File: src/hdl/q2e_pkg.sv
// shared types, constants and the arctangent table for the quaternion to euler block
// no dependencies
`timescale 1ns / 1ps

package q2e_pkg;

   localparam int NORM_TOP_BIT = 14;
   localparam int PRESCALE_SHIFT = 28;
   localparam int SQRT_STEPS = 32;
   localparam logic signed [31:0] DEG90_Q16 = 32'sd5898240;
   localparam logic signed [15:0] PITCH_LIM = 16'sd11520;
   localparam logic signed [15:0] ANGLE_LIM = 16'sd23040;

   typedef struct packed {
      logic signed [15:0] quat_w;
      logic signed [15:0] quat_x;
      logic signed [15:0] quat_y;
      logic signed [15:0] quat_z;
   } req_type;

   typedef struct packed {
      logic signed [14:0] pitch_deg;
      logic signed [15:0] yaw_deg;
      logic signed [15:0] roll_deg;
      logic               gimbal_lock;
   } rsp_type;

   typedef struct packed {
      logic [63:0] v;
      logic [63:0] r;
   } sqrt_type;

   typedef struct packed {
      logic signed [63:0] x;
      logic signed [63:0] y;
      logic signed [31:0] z;
      logic               zero;
   } cordic_type;

   typedef struct packed {
      logic lock;
      logic neg;
      logic nz;
   } flag_type;

   // atan(2^-i) in degrees, q16, rounded to nearest
   function automatic logic signed [31:0] atan_q16(input int i);
      logic signed [31:0] v;
      case (i)
         0: v = 32'sd2949120;
         1: v = 32'sd1740967;
         2: v = 32'sd919879;
         3: v = 32'sd466945;
         4: v = 32'sd234379;
         5: v = 32'sd117304;
         6: v = 32'sd58666;
         7: v = 32'sd29335;
         8: v = 32'sd14668;
         9: v = 32'sd7334;
         10: v = 32'sd3667;
         11: v = 32'sd1833;
         12: v = 32'sd917;
         13: v = 32'sd458;
         14: v = 32'sd229;
         15: v = 32'sd115;
         16: v = 32'sd57;
         17: v = 32'sd29;
         18: v = 32'sd14;
         19: v = 32'sd7;
         20: v = 32'sd4;
         21: v = 32'sd2;
         22: v = 32'sd1;
         default: v = 32'sd0;
      endcase
      return v;
   endfunction

endpackage

File: src/hdl/q2e_sqrt_cell.sv
// one step of the digit-by-digit integer square root, one result bit per step
// depends on q2e_pkg
`timescale 1ns / 1ps

module q2e_sqrt_cell import q2e_pkg::*; #(
   parameter int STEP = 0
) (
   input  logic     clock,
   input  sqrt_type step_in,
   output sqrt_type step_out
);

   localparam logic [63:0] BIT = 64'(1) << (62 - 2 * STEP);

   sqrt_type step_ff;
   sqrt_type step_in_nx;
   logic [63:0] trial;

   always_comb begin
      trial = step_in.r + BIT;
      if (step_in.v >= trial) begin
         step_in_nx.v = step_in.v - trial;
         step_in_nx.r = (step_in.r >> 1) + BIT;
      end else begin
         step_in_nx.v = step_in.v;
         step_in_nx.r = step_in.r >> 1;
      end
   end

   always_ff @(posedge clock) begin
      step_ff <= step_in_nx;
   end

   assign step_out = step_ff;

endmodule

File: config.mk
export PLATFORM = sky130hd
export DESIGN_NAME = q2e_sqrt_cell
export DESIGN_NICKNAME = d
export VERILOG_FILES = /design/src/hdl/q2e_pkg.sv /design/src/hdl/q2e_sqrt_cell.sv
export SDC_FILE = /design/constraint.sdc
export NUM_CORES = 1
export LEC_CHECK = 0
export BUFFER_PORTS_ARGS = -buffer_cell sky130_fd_sc_hd__clkbuf_2
export CAP_MARGIN = 20
export CORE_MARGIN = 1
export CORE_UTILIZATION = 37
export DETAILED_ROUTE_END_ITERATION = 10
export SYNTH_ARGS = -nofsm -noshare
export SYNTH_HDL_FRONTEND = slang
export SYNTH_SLANG_ARGS = --single-unit
export TNS_END_PERCENT = 1
File: constraint.sdc
create_clock -name clock -period 6.2 [get_ports clock]
set_input_delay 0.93 -clock clock [delete_from_list [all_inputs] [get_ports clock]]
set_output_delay 0.93 -clock clock [all_outputs]
set_load 0.01 [all_outputs]
Yosys cells after proc, flatten, opt, wreduce, memory -nomap -nowiden
Index checks and enable logic that the tools add are counted.
- register bits after elaboration: 128
- input port bits: 129
- output and inout port bits: 128
- word-level logic and storage cells: 8
- add/subtract/negate cells: 3
- magnitude comparators: 1
- mux-type cells: 1
- operators with widths (kind ; number):
    two-way mux 128 bit ; 1
    adder 63 x 63 -> 64 bit (second input constant) ; 1
    adder 64 x 63 -> 64 bit (second input constant) ; 1
    greater-or-equal comparator 64 bit ; 1
    subtractor 64 bit ; 1

Depth between registers and ports, before layout
Gate-level depths: netlist of run 1.
- word-level depth: 3
- mapped depth: 14
- gate-level depth less buffers: 13

Worst setup path after synthesis of run 1
No wires, ideal clock.
- path type: input-to-reg
- from: in step_in[16] (netlist name)
- to: reg step_ff, in the netlist step_out[124]
- setup time: 0.118 ns
- arrival time: 3.536 ns
- required time: 6.082 ns
- setup slack: 2.546 ns
- stages on the path: 12
- path buffers: 0
- cell sequence: inv_1 -> ha_1 -> and2_1 -> nand3_1 -> or3_1 -> a41o_1 -> nor3_2 -> o21ai_1 -> o41ai_4 -> or4b_1 -> a21oi_1 -> nor3_1
- RTL lines (item ; line ; RTL):
    start, declared ; q2e_sqrt_cell.sv:9 ; input sqrt_type step_in,
    end signal, assigned ; q2e_sqrt_cell.sv:31 ; step_ff <= step_in_nx;
    end, declared ; q2e_sqrt_cell.sv:15 ; sqrt_type step_ff;

==> metrics, run 1 <==
status=finished clean; area leader, netlist=dfxtp_1; Synth Instances=885; H-Tree Depth=4; Sw Share=0.303; DIE AREA=roughly 20,000 um2; initial antenna violation count=0; CP startpoint kind=primary input; Core ar.=19,500 um2; unrepaired setup endpoints after global routing=false; port bufs=between 200 and 300; top post-synthesis cells by count=128 x dfxtp_1, 111 x a21oi_1, 82 x nor2_1; vias in the first global route=roughly 6,500; Hold-fix buffers, CTS=0; CTS resizes=0; Die H=143 um; Worst EP required=between 6000 and 7000 ps; antenna fix cells=0; hold path depth=1; grt total ovfl=0; Num CTS Buffers=17; final worst path period need=4120 ps; CTS tree=built; Reg clk slew, reported paths=~60 ps; Hold Crit Endpoint=step_out[5]; IO Count=~260; gr usage total=0.196; hold_sp=step_in[6]; Top FF cell, synth=dfxtp_1; max-slew violation count=0; WL/cell=between 10 and 15 um; Rel. slew slack=0.471; gpl congestion=about 0.84; antenna-violating nets left=0; critical path class=primary input to flop; fraction of power consumed by sequential logic=0.344; Min-Delay Path Class=primary input to flop; Fin. Hold Viols=0; Switching Power=~0.85 mW; Syn-to-layout area delta=28.6%; Post-synth EDFFs=0; worst-path maximum fanout=6; sequential share of the synthesized area=0.350; final setup fails=0; pwr dens=between 200 and 300 nW/um2; Logic pwr share=0.274; first-pass GRT wire length=around 31,000 um; Die Span X=~140 um; maximum VDD drop=approximately 0.00018 V; drt via density=~4.9; synthesized net count=about 1,100; share of layout cells above drive strength 1=0.270; Internal Power=1.94 mW; Ys Warns=0; crit end category=flop; FMAX=0.243 GHz; drt first pass iters=5; vias=~6,900; Slew @ Worst Pin=783 ps; Initial Utilization=0.377; top cells by area, synth=dfxtp_1 35%, ha_1 11%, a21oi_1 7.6%, a21o_1 5.0%, xnor2_1 4.3%; DP Wirelength=roughly 16,000 um; pin count of the biggest net entering global routing=67; Clock Path Buffers=2; Residual DRC=0; Fin Setup TNS=0 ps; Clk pwr share=0.382; Final Power=roughly 2.8 mW; Synth Area per Inst=around 8.3 um2; Sink Count=128; cell area after synthesis=roughly 7300 um2; Fillers=~2,000; root buffer cell=clkbuf_16; Pleak=between 4 and 5 nW; period utilisation layout=0.664; Yosys top cell area share=0.350; row cnt=51; count leader, synth=dfxtp_1; crit path DAT=4460 ps; drt initial violations=around 300; Post-CTS Repair Setup Buffers=0; max reg flops=~130; max_cap viols=0; total wire length=20,200 um; fin nets=about 1,300; ys async rst share=0; post-synth cell types=58; Synth Register Bits=around 130
[placed cells by master, fill, tap and decap left out, drive strengths merged, types with 11 or more instances in the layout]
cell type / synthesis / routed
clkbuf: 26 / 276
dfxtp: 128 / 128
a21oi: 111 / 111
nor2: 82 / 82
inv: 78 / 78
ha: 64 / 64
nand2: 52 / 52
a21o: 49 / 49
o21ai: 43 / 43
xnor2: 36 / 36
xor2: 20 / 20
nand4: 18 / 18
nand3: 14 / 14
mux2: 14 / 14
and3: 13 / 13
nor3: 12 / 12
o21bai: 11 / 11
[layer usage]
metal	global-route usage	wire length (um)	vias to the layer above
met2	0.323	9430	205
met1	0.256	9390	3122
met4	0.0572	190	0
met3	0.0433	1150	12
met5	0	0	-
li1	-	-	3584
[power groups by stage]
stage	clock network [mW]	registers (mW)	logic (mW)
6_report	1.07	0.961	0.764
5_1_grt	1.13	0.971	0.849
2_1_floorplan	0	1.03	0.443
3_3_place_gp	0	0.978	0.761
3_5_place_dp	0	0.979	0.763
4_1_cts	1.09	0.962	0.767
[cells by family (layout without fill, tap and decap cells)]
family,Yosys count,in the layout,share of synthesized area
AO/OA/AOI/OAI,272,272,0.233
XOR/XNOR,56,56,0.0669
adder cells (fa/ha/maj),65,65,0.112
buffers and inverters,115,367,0.0610
flip-flops,128,128,0.350
multiplexers,15,15,0.0229
AND/OR/NAND/NOR,234,234,0.155
[stage by stage]
| step | std cells | worst slack, ps | util | cell area (um2) | hold slack, ps |
|---|---|---|---|---|---|
| after floorplan | 885 | 2550 | - | 7330 | 958 |
| after global placement | 1371 | 1860 | 0.452 | 8800 | 1050 |
| after detailed placement | 1371 | 1740 | 0.452 | 8800 | 1050 |
| after CTS | 1402 | 2180 | 0.484 | 9420 | 606 |
| after global routing | 1402 | 1890 | 0.484 | 9420 | 610 |
| final | 1402 | 2080 | 0.484 | 9420 | 624 |
[worst max path at each step]
stage           startpoint            end  depth (start not counted)
5_1_grt        step_in[16]  step_out[124]                         14
3_3_place_gp   step_in[16]  step_out[124]                         14
6_report        step_in[3]  step_out[124]                         13
3_5_place_dp   step_in[16]  step_out[124]                         14
4_1_cts        step_in[16]  step_out[124]                         14
2_1_floorplan  step_in[16]  step_out[124]                         12
[cell type report]
cell class,count,area [um2],area share
flip-flops and latches,128,2560,0.272
clock buffers,20,457,0.0485
multi-input cells,642,4320,0.458
inverters,78,293,0.0311
well taps,265,332,0.0352
clock inverters,11,163,0.0173
repair buffers,258,1300,0.138
[critical path: stages]
cell and delay, ps:
clkbuf_2 90, inv_1 40, ha_1 380, o211ai_1 200
a21oi_1 70, o41ai_1 600, nand4bb_1 280, a31oi_1 350
o21ai_1 190, a21oi_1 530, o21ai_0 340, and4_1 300
nor3_1 150
No activity file was read; power rests on OpenSTA's default activity.
==> inputs of run 2 (changes only) <==
==> constraint.sdc (replaced) <==
create_clock -name clock -period 4 [get_ports clock]
set_input_delay 0.6 -clock clock [delete_from_list [all_inputs] [get_ports clock]]
set_output_delay 0.6 -clock clock [all_outputs]
set_load 0.01 [all_outputs]
==> metrics, run 2 (synthesized netlist as in run 1, its figures left out) <==
WL/cell=14.5 um (was 14.4 um); most common cell after layout, fill and taps aside=clkbuf_2 (unchanged); max-slew violation count=0 (unchanged); vias=6,996 (was 6,923); vias in the first global route=6,483 (was 6,452); period utilisation layout=0.855; total wire length=20,600 um (was 20,200 um); CP startpoint kind=primary input (unchanged); hold path depth=1 (unchanged); H-Tree Depth=4 (unchanged); Clk pwr share=0.368 (was 0.382); Fin. Hold Viols=0 (unchanged); Min-Delay Path Class=primary input to flop (unchanged); Internal Power=2.94 mW (was 1.94 mW); Switching Power=1.34 mW (was 0.846 mW); Die H=143 um (unchanged); antenna-violating nets left=0 (unchanged); most frequent cells in the layout=256 x clkbuf_2, 128 x dfxtp_1, 111 x a21oi_1, 82 x nor2_1, 78 x inv_1 (unchanged); Reg clk slew, reported paths=60 ps (about the same); Syn-to-layout area delta=29.6% (was 28.6%); hold_sp=step_in[7] (was step_in[6]); CTS tree=built (unchanged); DIE AREA=20,400 um2 (unchanged); Clock Path Buffers=2 (unchanged); maximum VDD drop=0.000287 V (was 0.000183 V); gpl congestion=0.874 (was 0.842); max_cap viols=0 (unchanged); Post-CTS Repair Setup Buffers=0 (unchanged); FMAX=between 0.2 and 0.3 GHz; grt total ovfl=0 (unchanged); critical path class=primary input to flop (unchanged); crit path DAT=3720 ps (was 4460 ps); Pleak=4.87 nW (was 4.81 nW); Final Power=4.28 mW (was 2.79 mW); Rel. slew slack=0.575 (was 0.471); CTS resizes=0 (unchanged); final setup fails=0 (unchanged); share of layout cells above drive strength 1=0.278 (was 0.270); initial antenna violation count=0 (unchanged); root buffer cell=clkbuf_16 (unchanged); Worst EP required=4300 ps (was 6540 ps); pwr dens=451 nW/um2 (was 296 nW/um2); antenna fix cells=0 (unchanged); crit end category=flop (unchanged); Core ar.=19,500 um2 (unchanged); Hold-fix buffers, CTS=0 (unchanged); drt via density=4.94 (about the same); final worst path period need=about 3400 ps; Sink Count=128 (unchanged); port bufs=256 (unchanged); Logic pwr share=0.284 (was 0.274); max reg flops=128 (unchanged); row cnt=51 (unchanged); fraction of power consumed by sequential logic=0.348 (was 0.344); pin count of the biggest net entering global routing=71 (was 67); unrepaired setup endpoints after global routing=false (unchanged); Hold Crit Endpoint=step_out[6] (was step_out[5]); DP Wirelength=16,400 um (was 16,300 um); Initial Utilization=0.377 (unchanged); Slew @ Worst Pin=628 ps (was 783 ps); Sw Share=0.313 (was 0.303); drt first pass iters=4 (was 5); Die Span X=143 um (unchanged); IO Count=257 (unchanged); Num CTS Buffers=17 (unchanged); drt initial violations=385 (was 302); worst-path maximum fanout=4 (was 6); status=finished clean (unchanged); Residual DRC=0 (unchanged); Fin Setup TNS=0 ps (unchanged); fin nets=1,333 (was 1,319); gr usage total=0.200 (was 0.196); first-pass GRT wire length=31,700 um (was 31,400 um)
-- run 2: cell count changes in the layout (fill, tap and decap cells not counted) --
cell	previous run	this run
bufinv_16	4	3
buf_4	2	15
clkbuf_1	1	3
clkbuf_8	2	0
clkinv_2	4	6
buf_12	0	1
-- run 2: layout make-up --
type                            instances  area (um2)
Fill cell                            1931        9960
Inverter                               78         293
Sequential cell                       128        2560
Clock buffer                           20         437
Clock inverter                         12         143
Timing Repair Buffer                  272        1410
Multi-Input combinational cell        642        4320
Tap cell                              265         332
-- run 2: critical path, stage by stage --
cell	delay (ps)
clkbuf_2	90
inv_1	40
ha_1	320
a21oi_1	200
o21ai_0	120
a31oi_1	370
a21oi_1	190
nor4b_1	610
o31a_1	320
o21ai_0	130
buf_4	170
a221oi_1	300
xor2_1	180
a21oi_1	90
-- run 2: through the flow --
stage / hold slack, ps / utilization / worst slack (ps) / cell area, um2 / instances
after global routing: 266 / 0.488 / 340 / 9500 / 1417
after detailed placement: 719 / 0.458 / 164 / 8920 / 1385
after global placement: 719 / 0.458 / 283 / 8920 / 1385
after floorplan: 628 / - / 676 / 7330 / 885
after CTS: 267 / 0.488 / 589 / 9500 / 1417
final: 282 / 0.488 / 580 / 9500 / 1417
-- run 2: power by group through the flow --
stage          clock network (mW)  logic (mW)  registers (mW)
5_1_grt                      1.67        1.34            1.50
2_1_floorplan                   0       0.687            1.60
3_5_place_dp                    0        1.21            1.52
4_1_cts                      1.61        1.22            1.49
3_3_place_gp                    0        1.21            1.52
6_report                     1.58        1.21            1.49
-- run 2: how the worst max path moves through the flow --
stage / to / cells after the start / start
finish: step_out[113] / 14 / step_in[6]
floorplan: step_out[124] / 12 / step_in[16]
global placement: step_out[125] / 14 / step_in[3]
detailed placement: step_out[125] / 14 / step_in[3]
CTS: step_out[125] / 14 / step_in[3]
global route: step_out[125] / 14 / step_in[3]
-- run 2: layer usage --
layer,share of wire,track usage,vias up
met5,0,0,-
met4,0.016,0.0651,0
met3,0.057,0.0533,22
met2,0.46,0.320,195
met1,0.47,0.259,3156
li1,-,-,3623
